File: config.mk
export PLATFORM = sky130hd
export DESIGN_NAME = circle_rasterizer_core
export DESIGN_NICKNAME = d
export VERILOG_FILES = /design/src/rtl/core/crz_pkg.sv /design/src/rtl/core/crz_front.sv /design/src/rtl/core/crz_queue.sv /design/src/rtl/core/crz_back.sv /design/src/rtl/core/circle_rasterizer_core.sv
export VERILOG_INCLUDE_DIRS = /design/src /design/src/rtl/core
export SDC_FILE = /design/constraint.sdc
export NUM_CORES = 1
export LEC_CHECK = 0
export BUFFER_PORTS_ARGS = -buffer_cell sky130_fd_sc_hd__buf_4
export CORE_AREA = 2 2 312 314
export DETAILED_ROUTE_END_ITERATION = 16
export DIE_AREA = 0 0 314 316
export GPL_ROUTABILITY_DRIVEN = 0
export PLACE_DENSITY = 0.43
export SLEW_MARGIN = 20
export SYNTH_ARGS = -nofsm -noshare
export SYNTH_HDL_FRONTEND = slang
export SYNTH_HIERARCHICAL = 1
export SYNTH_SLANG_ARGS = --single-unit
File: constraint.sdc
create_clock -name i_clk -period 11.82 [get_ports i_clk]
set_input_delay 2.364 -clock i_clk [delete_from_list [all_inputs] [get_ports i_clk]]
set_output_delay 2.364 -clock i_clk [all_outputs]
set_load 0.01 [all_outputs]
File: src/rtl/core/assert_macros.svh
// Assertion macros shared by the circle rasterizer RTL.
// No dependencies; included by files that carry concurrent checks.
`ifndef ASSERT_MACROS_SVH
`define ASSERT_MACROS_SVH

// Same-cycle implication, disabled while reset is low.
`define CRZ_ASSERT_IMPLY(label, clk, rst_n, ante, cons, msg) \
    label: assert property (@(posedge clk) disable iff (!rst_n) (ante) |-> (cons)) \
        else $error(msg);

// Next-cycle implication, disabled while reset is low.
`define CRZ_ASSERT_NEXT(label, clk, rst_n, ante, cons, msg) \
    label: assert property (@(posedge clk) disable iff (!rst_n) (ante) |=> (cons)) \
        else $error(msg);

`endif

File: src/rtl/core/crz_pkg.sv
// Shared types, constants and the primitive generator of the circle rasterizer.
// No dependencies; used by all crz modules and the core top level.
package crz_pkg;

    localparam int QUEUE_DEPTH = 4;
    localparam int COORD_W     = 15;
    localparam int RADIUS_W    = 14;
    localparam int DEC_W       = 17;
    localparam int OUT_W       = 16;
    localparam int IDX_W       = 3;

    // Command codes carried in the input tuser field.
    localparam logic CMD_START = 1'b0;
    localparam logic CMD_STEP  = 1'b1;

    // Index of the final primitive of a step for each kind of step.
    localparam logic [IDX_W-1:0] LAST_OUTLINE = 3'd7;
    localparam logic [IDX_W-1:0] LAST_FILL    = 3'd3;
    localparam logic [IDX_W-1:0] LAST_IDLE    = 3'd0;

    // Snapshot of one step, handed from the front to the back.
    typedef struct packed {
        logic signed [COORD_W-1:0] cx;
        logic signed [COORD_W-1:0] cy;
        logic        [COORD_W-1:0] ox;
        logic signed [COORD_W-1:0] oy;
        logic                      fill;
        logic                      live;
        logic                      done;
    } t_step;

    // One result word.
    typedef struct packed {
        logic signed [OUT_W-1:0] x_start;
        logic signed [OUT_W-1:0] x_end;
        logic signed [OUT_W-1:0] row_y;
        logic                    prim_valid;
        logic                    last;
        logic                    done;
    } t_prim;

    // Builds primitive number idx of a step.
    // Outline: bit 0 swaps the offsets, bit 1 negates the column offset,
    // bit 2 negates the row offset. Fill: the middle two spans use the
    // column offset for the width, and bit 1 negates the row offset.
    function automatic t_prim prim_of(t_step s, logic [IDX_W-1:0] idx);
        logic signed [OUT_W:0] cx_w;
        logic signed [OUT_W:0] cy_w;
        logic signed [OUT_W:0] ox_w;
        logic signed [OUT_W:0] oy_w;
        logic signed [OUT_W:0] xoff;
        logic signed [OUT_W:0] yoff;
        logic signed [OUT_W:0] xs;
        logic signed [OUT_W:0] xe;
        logic signed [OUT_W:0] ry;
        logic                  swap;
        logic [IDX_W-1:0]      last_idx;
        t_prim                 p;
        cx_w = {{2{s.cx[COORD_W-1]}}, s.cx};
        cy_w = {{2{s.cy[COORD_W-1]}}, s.cy};
        ox_w = {2'b00, s.ox};
        oy_w = {{2{s.oy[COORD_W-1]}}, s.oy};
        if (s.fill) begin
            swap     = ~(idx[0] ^ idx[1]);
            last_idx = LAST_FILL;
        end else begin
            swap     = idx[0];
            last_idx = LAST_OUTLINE;
        end
        xoff = swap ? oy_w : ox_w;
        yoff = swap ? ox_w : oy_w;
        if (s.fill) begin
            xs = cx_w - xoff;
            xe = cx_w + xoff;
            ry = idx[1] ? (cy_w - yoff) : (cy_w + yoff);
        end else begin
            xs = idx[1] ? (cx_w - xoff) : (cx_w + xoff);
            xe = xs;
            ry = idx[2] ? (cy_w - yoff) : (cy_w + yoff);
        end
        if (s.live) begin
            p.x_start    = xs[OUT_W-1:0];
            p.x_end      = xe[OUT_W-1:0];
            p.row_y      = ry[OUT_W-1:0];
            p.prim_valid = 1'b1;
            p.last       = (idx == last_idx);
        end else begin
            p.x_start    = '0;
            p.x_end      = '0;
            p.row_y      = '0;
            p.prim_valid = 1'b0;
            p.last       = (idx == LAST_IDLE);
        end
        p.done = s.done;
        return p;
    endfunction

endpackage

File: src/rtl/core/crz_front.sv
// Front end of the circle rasterizer: command intake, circle state and the
// decision-variable update. Depends on crz_pkg; feeds crz_queue.
module crz_front (
    input  logic                                i_clk,
    input  logic                                i_rst_n,
    input  logic                                i_cfg_valid,
    input  logic                                i_cfg_fill,
    input  logic                                i_in_valid,
    output logic                                o_in_ready,
    input  logic                                i_command,
    input  logic signed [crz_pkg::COORD_W-1:0]  i_center_x,
    input  logic signed [crz_pkg::COORD_W-1:0]  i_center_y,
    input  logic        [crz_pkg::RADIUS_W-1:0] i_radius,
    input  logic                                i_q_full,
    output logic                                o_push,
    output crz_pkg::t_step                      o_entry
);

    localparam int W = crz_pkg::DEC_W + 3;

    logic                                r_fill;
    logic                                r_active;
    logic signed [crz_pkg::COORD_W-1:0]  r_cx;
    logic signed [crz_pkg::COORD_W-1:0]  r_cy;
    logic        [crz_pkg::RADIUS_W-1:0] r_radius;
    logic        [crz_pkg::COORD_W-1:0]  r_ox;
    logic signed [crz_pkg::COORD_W-1:0]  r_oy;
    logic signed [crz_pkg::DEC_W-1:0]    r_dec;

    logic                                n_active;
    logic        [crz_pkg::COORD_W-1:0]  n_ox;
    logic signed [crz_pkg::COORD_W-1:0]  n_oy;
    logic signed [crz_pkg::DEC_W-1:0]    n_dec;

    logic signed [W-1:0] d_w, ox_w, oy_w, r_w, lim_w, dn_w, oxn_w, oyn_w;
    logic accept;
    logic is_start;

    assign o_in_ready = ~i_q_full;
    assign accept     = i_in_valid & o_in_ready;
    assign is_start   = (i_command == crz_pkg::CMD_START);

    // Andres update: move right, move down, or move diagonally.
    always_comb begin
        d_w   = {{(W-crz_pkg::DEC_W){r_dec[crz_pkg::DEC_W-1]}}, r_dec};
        ox_w  = {{(W-crz_pkg::COORD_W){1'b0}}, r_ox};
        oy_w  = {{(W-crz_pkg::COORD_W){r_oy[crz_pkg::COORD_W-1]}}, r_oy};
        r_w   = {{(W-crz_pkg::RADIUS_W){1'b0}}, r_radius};
        lim_w = (r_w - oy_w) + (r_w - oy_w);
        if (d_w >= ox_w + ox_w) begin
            dn_w  = d_w - (ox_w + ox_w) - W'(1);
            oxn_w = ox_w + W'(1);
            oyn_w = oy_w;
        end else if (d_w < lim_w) begin
            dn_w  = d_w + (oy_w + oy_w) - W'(1);
            oxn_w = ox_w;
            oyn_w = oy_w - W'(1);
        end else begin
            dn_w  = d_w + (oy_w - ox_w - W'(1)) + (oy_w - ox_w - W'(1));
            oxn_w = ox_w + W'(1);
            oyn_w = oy_w - W'(1);
        end
        n_dec    = dn_w[crz_pkg::DEC_W-1:0];
        n_ox     = oxn_w[crz_pkg::COORD_W-1:0];
        n_oy     = oyn_w[crz_pkg::COORD_W-1:0];
        n_active = $signed({n_oy[crz_pkg::COORD_W-1], n_oy}) >= $signed({1'b0, n_ox});
    end

    // Snapshot of the current iteration for the back end.
    always_comb begin
        o_push        = accept & ~is_start;
        o_entry.cx    = r_cx;
        o_entry.cy    = r_cy;
        o_entry.ox    = r_ox;
        o_entry.oy    = r_oy;
        o_entry.fill  = r_fill;
        o_entry.live  = r_active;
        o_entry.done  = r_active ? ~n_active : 1'b1;
    end

    // Control state.
    always_ff @(posedge i_clk) begin
        if (!i_rst_n) begin
            r_fill   <= 1'b0;
            r_active <= 1'b0;
        end else begin
            if (i_cfg_valid) begin
                r_fill <= i_cfg_fill;
            end
            if (accept) begin
                if (is_start) begin
                    r_active <= 1'b1;
                end else if (r_active) begin
                    r_active <= n_active;
                end
            end
        end
    end

    // Circle geometry and decision variable.
    always_ff @(posedge i_clk) begin
        if (!i_rst_n) begin
            r_cx     <= '0;
            r_cy     <= '0;
            r_radius <= '0;
            r_ox     <= '0;
            r_oy     <= '0;
            r_dec    <= '0;
        end else if (accept) begin
            if (is_start) begin
                r_cx     <= i_center_x;
                r_cy     <= i_center_y;
                r_radius <= i_radius;
                r_ox     <= '0;
                r_oy     <= {1'b0, i_radius};
                r_dec    <= {3'b000, i_radius} - crz_pkg::DEC_W'(1);
            end else if (r_active) begin
                r_ox  <= n_ox;
                r_oy  <= n_oy;
                r_dec <= n_dec;
            end
        end
    end

endmodule

File: src/rtl/core/crz_queue.sv
// Short queue of step snapshots between the front and the back end.
// Depends on crz_pkg for the entry type.
module crz_queue #(
    parameter int DEPTH = crz_pkg::QUEUE_DEPTH
) (
    input  logic           i_clk,
    input  logic           i_rst_n,
    input  logic           i_push,
    input  crz_pkg::t_step i_entry,
    input  logic           i_pop,
    output crz_pkg::t_step o_head,
    output logic           o_valid,
    output logic           o_full
);

    localparam int PTR_W = (DEPTH > 1) ? $clog2(DEPTH) : 1;
    localparam int CNT_W = $clog2(DEPTH + 1);

    crz_pkg::t_step   r_slots [DEPTH];
    logic [PTR_W-1:0] r_wr_ptr;
    logic [PTR_W-1:0] r_rd_ptr;
    logic [CNT_W-1:0] r_count;

    assign o_valid = (r_count != '0);
    assign o_full  = (r_count == CNT_W'(DEPTH));
    assign o_head  = r_slots[r_rd_ptr];

    // Pointers and fill count.
    always_ff @(posedge i_clk) begin
        if (!i_rst_n) begin
            r_wr_ptr <= '0;
            r_rd_ptr <= '0;
            r_count  <= '0;
        end else begin
            if (i_push) begin
                r_wr_ptr <= (r_wr_ptr == PTR_W'(DEPTH - 1)) ? '0 : r_wr_ptr + PTR_W'(1);
            end
            if (i_pop) begin
                r_rd_ptr <= (r_rd_ptr == PTR_W'(DEPTH - 1)) ? '0 : r_rd_ptr + PTR_W'(1);
            end
            if (i_push && !i_pop) begin
                r_count <= r_count + CNT_W'(1);
            end else if (i_pop && !i_push) begin
                r_count <= r_count - CNT_W'(1);
            end
        end
    end

    // Entry storage.
    always_ff @(posedge i_clk) begin
        if (i_push) begin
            r_slots[r_wr_ptr] <= i_entry;
        end
    end

endmodule

File: src/rtl/core/crz_back.sv
// Back end of the circle rasterizer: walks each queued step and emits its
// primitives into the output register. Depends on crz_pkg.
module crz_back (
    input  logic           i_clk,
    input  logic           i_rst_n,
    input  crz_pkg::t_step i_head,
    input  logic           i_head_valid,
    output logic           o_pop,
    input  logic           i_out_ready,
    output logic           o_out_valid,
    output crz_pkg::t_prim o_out
);

    logic [crz_pkg::IDX_W-1:0] r_idx;
    logic                      r_out_valid;
    crz_pkg::t_prim            r_out;
    crz_pkg::t_prim            prim;
    logic                      load;

    assign prim        = crz_pkg::prim_of(i_head, r_idx);
    assign load        = i_head_valid & (~r_out_valid | i_out_ready);
    assign o_pop       = load & prim.last;
    assign o_out_valid = r_out_valid;
    assign o_out       = r_out;

    // Primitive counter and output valid.
    always_ff @(posedge i_clk) begin
        if (!i_rst_n) begin
            r_idx       <= '0;
            r_out_valid <= 1'b0;
        end else begin
            if (load) begin
                r_idx       <= prim.last ? '0 : r_idx + crz_pkg::IDX_W'(1);
                r_out_valid <= 1'b1;
            end else if (i_out_ready) begin
                r_out_valid <= 1'b0;
            end
        end
    end

    // Output word.
    always_ff @(posedge i_clk) begin
        if (load) begin
            r_out <= prim;
        end
    end

endmodule

File: src/rtl/core/circle_rasterizer_core.sv
// Circle rasterizer core: input stream of commands, output stream of spans.
// Input word (s_axis): tuser = command (0 start, 1 step); tdata = center_x,
// center_y, radius. A start loads a circle and yields no output; each step
// yields eight one-pixel spans in outline mode or four spans in fill mode,
// tlast on the final word of the step, and circle_done on every word of the
// step that finishes the circle. A step with no circle loaded yields one
// word with primitive_valid low, tlast and circle_done high.
// The cfg channel writes fill_mode; it is always ready.
// A step is written into the step queue, and its words then into the output register.
// The output register delivers one word per cycle while m_axis_tready is high;
// commands are taken one per cycle until the step queue is full.
// Reset clears the circle state, fill_mode, the queue and the output.
// When m_axis_tready is low the output word holds, the queue fills, and
// s_axis_tready drops once the queue holds QUEUE_DEPTH steps.
// Depends on crz_pkg, crz_front, crz_queue, crz_back and assert_macros.svh.
`include "assert_macros.svh"

module circle_rasterizer_core #(
    parameter int QUEUE_DEPTH = crz_pkg::QUEUE_DEPTH
) (
    input  logic        i_clk,
    input  logic        i_rst_n,
    input  logic        s_axis_tvalid,
    output logic        s_axis_tready,
    // center_x [14:0], center_y [29:15], radius [43:30], zero fill [47:44]
    input  logic [47:0] s_axis_tdata,
    // command [0]
    input  logic [0:0]  s_axis_tuser,
    output logic        m_axis_tvalid,
    input  logic        m_axis_tready,
    // x_start [15:0], x_end [31:16], row_y [47:32]
    output logic [47:0] m_axis_tdata,
    // primitive_valid [0], circle_done [1]
    output logic [1:0]  m_axis_tuser,
    output logic        m_axis_tlast,
    input  logic        i_cfg_valid,
    output logic        o_cfg_ready,
    input  logic [0:0]  i_cfg_data
);

    logic           w_push;
    logic           w_pop;
    logic           w_q_valid;
    logic           w_q_full;
    crz_pkg::t_step w_entry;
    crz_pkg::t_step w_head;
    crz_pkg::t_prim w_out;

    assign o_cfg_ready = 1'b1;

    // Command intake and circle state.
    crz_front u_front (
        .i_clk      (i_clk),
        .i_rst_n    (i_rst_n),
        .i_cfg_valid(i_cfg_valid),
        .i_cfg_fill (i_cfg_data[0]),
        .i_in_valid (s_axis_tvalid),
        .o_in_ready (s_axis_tready),
        .i_command  (s_axis_tuser[0]),
        .i_center_x (s_axis_tdata[14:0]),
        .i_center_y (s_axis_tdata[29:15]),
        .i_radius   (s_axis_tdata[43:30]),
        .i_q_full   (w_q_full),
        .o_push     (w_push),
        .o_entry    (w_entry)
    );

    // Step queue.
    crz_queue #(
        .DEPTH(QUEUE_DEPTH)
    ) u_queue (
        .i_clk  (i_clk),
        .i_rst_n(i_rst_n),
        .i_push (w_push),
        .i_entry(w_entry),
        .i_pop  (w_pop),
        .o_head (w_head),
        .o_valid(w_q_valid),
        .o_full (w_q_full)
    );

    // Primitive emission.
    crz_back u_back (
        .i_clk       (i_clk),
        .i_rst_n     (i_rst_n),
        .i_head      (w_head),
        .i_head_valid(w_q_valid),
        .o_pop       (w_pop),
        .i_out_ready (m_axis_tready),
        .o_out_valid (m_axis_tvalid),
        .o_out       (w_out)
    );

    // Output packing.
    assign m_axis_tdata = {w_out.row_y, w_out.x_end, w_out.x_start};
    assign m_axis_tuser = {w_out.done, w_out.prim_valid};
    assign m_axis_tlast = w_out.last;

    // A word without a primitive is always the only, final word of its step.
    `CRZ_ASSERT_IMPLY(a_idle_word, i_clk, i_rst_n, m_axis_tvalid && !m_axis_tuser[0], m_axis_tlast && m_axis_tuser[1], "idle word lacks tlast or circle_done")
    // Retiring a step leaves its final word in the output register.
    `CRZ_ASSERT_NEXT(a_pop_last, i_clk, i_rst_n, w_pop, m_axis_tvalid && m_axis_tlast, "step retired without its final word")
    // With the queue empty, a taken or empty output stays empty.
    `CRZ_ASSERT_NEXT(a_no_phantom, i_clk, i_rst_n, !w_q_valid && !(m_axis_tvalid && !m_axis_tready), !m_axis_tvalid, "output word appeared with no queued step")

endmodule

==> impl_metrics.py <==
metrics = {
    "status": {
        "status": "finished clean",
    },
    "timing": {
        "slew_violations": 0,
        "setup_violations": 0,
        "finalCritPeriodShare_pct": 64.7,
        "timing.fmax_mhz": 131,
        "rsz0062_at_grt": "no",
        "fin_skew_ns": 0.0236,
        "slew-limit-headroom_pct": 32.6,
        "tightest_slew_ns": 1.01,
        "setup_tns_ns": 0,
        "hold_viol_final": 0,
        "min_period_ns": 7.65,
    },
    "critical_path": {
        "cp-start-kind": "flip-flop",
        "startpoint": "u_front/r_oy[0]",
        "crit_end": "u_front/r_active",
        "timing.rr.start": "u_front/r_oy[0]",
        "crit_arrival_ns": 8.12,
        "critical-path-slowest-cell": "a32oi_2",
        "endpoint_kind": "flip-flop",
        "cp_slowest_stage_delay_ns": 0.63,
        "ff2ff_setup_slack_ns": 4.17,
        "crit_required_ns": 12.29,
        "timing.rr.end": "u_front/r_active",
        "critPathMaxFanout": 10,
        "criticalPathCategory": "reg -> reg",
        "cpMostUsedCell": "a21o_1",
        "rr_worst_depth": 28,
    },
    "power": {
        "total_power_mw": 9.26,
        "power.share.clock_pct": 17.9,
        "pwr-share-comb_pct": 60.3,
        "p_int_mw": 5.10,
        "cellPowerDensity_nw_per_um2": 323,
        "p_sw_share_pct": 44.9,
        "sequentialPowerShare_pct": 21.8,
        "power.switching_mw": 4.16,
        "vdd_drop_max_uv": 137,
        "p_leak_nw": 10.8,
    },
    "synth": {
        "synth_edf_count": 302,
        "yosysWarnings": 6,
        "synth_cell_types": 97,
        "ys.flop_type": "edfxtp_1",
        "mappedNetlistArea_um2": 24800,
        "avgSynthCellArea_um2": 10.6,
        "ys_ff_latch": 408,
        "synth.top_cell.area_share_pct": 36.5,
        "seq_area_frac_synth_pct": 45.1,
        "synthesis.nets": 2618,
        "postSynthCellCount": 2352,
        "synth_top_area_cell": "edfxtp_1",
        "synth.area.top_cells": "edfxtp_1 37%, ha_1 10%, dfxtp_1 8.5%",
        "synthArstFlopShare_pct": 0,
    },
    "global_routing": {
        "grt_max_degree": 64,
        "grt_overflow_total": 0,
        "grt_pass1_wl_mm": 108,
        "top_usage_layer": "met2",
        "grt_pass1_vias": 18155,
        "use_met3_pct": 1.79,
        "use_met1_pct": 17.9,
        "met2_usage_pct": 24.9,
        "antenna_found_initial": 0,
        "grt_usage_pct": 14.1,
    },
    "route": {
        "drc": 0,
        "ant_nets": 0,
        "drt_first_pass_iters": 5,
        "via_count": 18031,
        "totalWireLength_mm": 70.9,
        "routedWlPerCell_um": 18.9,
        "drt-initial-drc-count": 855,
        "viasPerCell": 4.80,
    },
    "clock_network": {
        "cts_made_buffers": 52,
        "cts.root.buffer_cell": "clkbuf_16",
        "htree_num_levels": 2,
        "clkSinkCount": 408,
        "clk_path_buf_depth": 3,
        "insertion_delay_ns": 0.62,
        "cts.clk_slew.worst_paths_ns": 0.06,
        "cts_resized": 0,
        "tritoncts": "done",
        "cts_setup_buffers": 0,
        "postCtsHoldBufs": 0,
    },
    "floorplanning": {
        "num_io_pins": 109,
        "start_util_pct": 25.9,
        "die_area_um2": 99200,
        "core_um2": 96000,
        "num_rows": 114,
        "die_w_um": 314,
        "die_height_um": 316,
    },
    "layout": {
        "syn2layout_area_growth_pct": 15.6,
        "n_fill_cell": 9831,
        "final_nets": 2700,
        "layout-drive-gt1-share_pct": 12.8,
    },
    "job": {
        "drv_cap": 0,
    },
    "placement": {
        "dpl.hpwl_mm": 52.0,
        "port_buffers": 103,
    },
    "min_path": {
        "hp-class": "reg -> reg",
    },
}
[layout make-up]
cell class	count	area, um^2	share of cell area (%)
multi-input combinational	1665	12500	43.4
sequential	408	11200	39.0
tap	1276	1600	5.56
clock buffer	68	1460	5.09
timing repair buffer	125	938	3.27
inverter	182	683	2.38
clock inverter	29	367	1.28
antenna	1	2.50	0.00872
[cell usage after synthesis, types with 6 or more instances]
| library cell | count |
|---|---|
| mux2i_1 | 25 |
| nor3b_1 | 9 |
| o221ai_1 | 10 |
| xor2_1 | 33 |
| o21ai_0 | 105 |
| a211oi_1 | 26 |
| dfxtp_1 | 106 |
| o31ai_1 | 15 |
| nand3_1 | 46 |
| nor2b_1 | 29 |
| clkbuf_1 | 64 |
| and3_1 | 12 |
| a211o_1 | 7 |
| o22ai_1 | 15 |
| buf_4 | 6 |
| mux4_2 | 60 |
| xnor2_1 | 99 |
| inv_1 | 180 |
| buf_2 | 15 |
| ha_1 | 201 |
| o211ai_1 | 20 |
| nor4_1 | 8 |
| nand2_1 | 301 |
| o21bai_1 | 13 |
| or3_1 | 23 |
| nor3_1 | 30 |
| a31o_2 | 6 |
| nor2_1 | 150 |
| a21o_1 | 26 |
| nand4_1 | 18 |
| nand2b_1 | 28 |
| buf_12 | 6 |
| a31oi_1 | 23 |
| edfxtp_1 | 302 |
| o21a_1 | 15 |
| a21boi_0 | 52 |
| fa_1 | 10 |
| a21oi_1 | 138 |
| and2_1 | 16 |
[metal layers]
layer | share of wire (%) | wire length [um] | vias to the layer above
li1 | - | - | 8728
met1 | 45 | 31600 | 8810
met2 | 49 | 34500 | 388
met3 | 3.9 | 2770 | 105
met4 | 3.0 | 2120 | 0
met5 | 0 | 0 | -
[cell families (layout without fill, tap and decap cells)]
| family | Yosys count | after routing | synth area share, % |
|---|---|---|---|
| flip-flops | 408 | 408 | 45.1 |
| adder cells (fa/ha/maj) | 211 | 211 | 10.9 |
| multiplexers | 89 | 89 | 6.82 |
| other | 1 | 2 | 0.0151 |
| AO/OA/AOI/OAI | 540 | 540 | 14.7 |
| AND/OR/NAND/NOR | 692 | 692 | 12.9 |
| XOR/XNOR | 132 | 132 | 4.66 |
| buffers and inverters | 279 | 404 | 4.84 |
[registers in the layout (all words and copies together), names as in the netlist, 3 cells and up, named ones only]
signal and flops:
u_queue/r_slots 252, u_back/o_out 50, u_front/r_dec 17, u_front/r_cx 15, u_front/r_cy 15, u_front/r_ox 15
u_front/r_oy 15, u_front/r_radius 14, u_back/r_idx 3, u_queue/r_count 3
[worst min path at each step]
stage / from / to / depth (start not counted)
final: u_front/r_radius[8] / u_front/r_radius[8] / 2
after global routing: u_front/r_radius[11] / u_front/r_radius[11] / 2
after CTS: u_front/r_radius[8] / u_front/r_radius[8] / 2
after detailed placement: u_front/r_radius[8] / u_front/r_radius[8] / 2
after global placement: u_front/r_radius[4] / u_front/r_radius[4] / 2
after floorplan: u_front/r_radius[0] / u_front/r_radius[0] / 2
[layout by cell type, fill, tap and decap left out, types with 15 or more instances in the layout]
cell type  instances
edfxtp_1         302
nand2_1          300
ha_1             201
inv_1            179
nor2_1           149
a21oi_1          136
buf_4            125
o21ai_0          104
dfxtp_1          104
xnor2_1           99
mux4_2            60
clkbuf_16         52
a21boi_0          52
nand3_1           46
xor2_1            33
nor3_1            30
nor2b_1           29
nand2b_1          28
a21o_1            26
a211oi_1          26
mux2i_1           25
a31oi_1           23
or3_1             23
o211ai_1          20
nand4_1           18
o21a_1            15
o22ai_1           15
o31ai_1           15
[per-stage QoR]
step / std cells / utilization [%] / setup slack, ns / hold slack (ns) / cell area (um^2)
after floorplan: 2352 / - / 5.65 / 0.444 / 24800
after global placement: 3656 / 28.0 / 4.10 / 0.459 / 26900
after detailed placement: 3656 / 28.0 / 4.06 / 0.465 / 26900
after CTS: 3753 / 29.9 / 4.04 / 0.473 / 28700
after global routing: 3753 / 29.9 / 3.43 / 0.485 / 28700
final: 3754 / 29.9 / 4.17 / 0.466 / 28700
[critical path: cells and delay by family (launching register included)]
family | cells | cell delay (ns)
DFF | 1 | 0.60
buffers and inverters | 1 | 0.06
AOI/OAI and AO/OA | 19 | 4.59
and+or+nand+nor | 2 | 0.58
adders and majority gates | 4 | 1.19
xor gates and xnor gates | 1 | 0.14
muxes | 1 | 0.33
[power by group through the flow]
stage	Sequential (mW)	Combinational [mW]	Clock (mW)
2_1_floorplan	2.02	4.13	0
3_3_place_gp	2.05	5.54	0
3_5_place_dp	2.06	5.57	0
4_1_cts	2.03	5.61	1.71
5_1_grt	2.05	6.22	1.76
6_report	2.02	5.58	1.65
No activity file was read; power rests on OpenSTA's default activity.
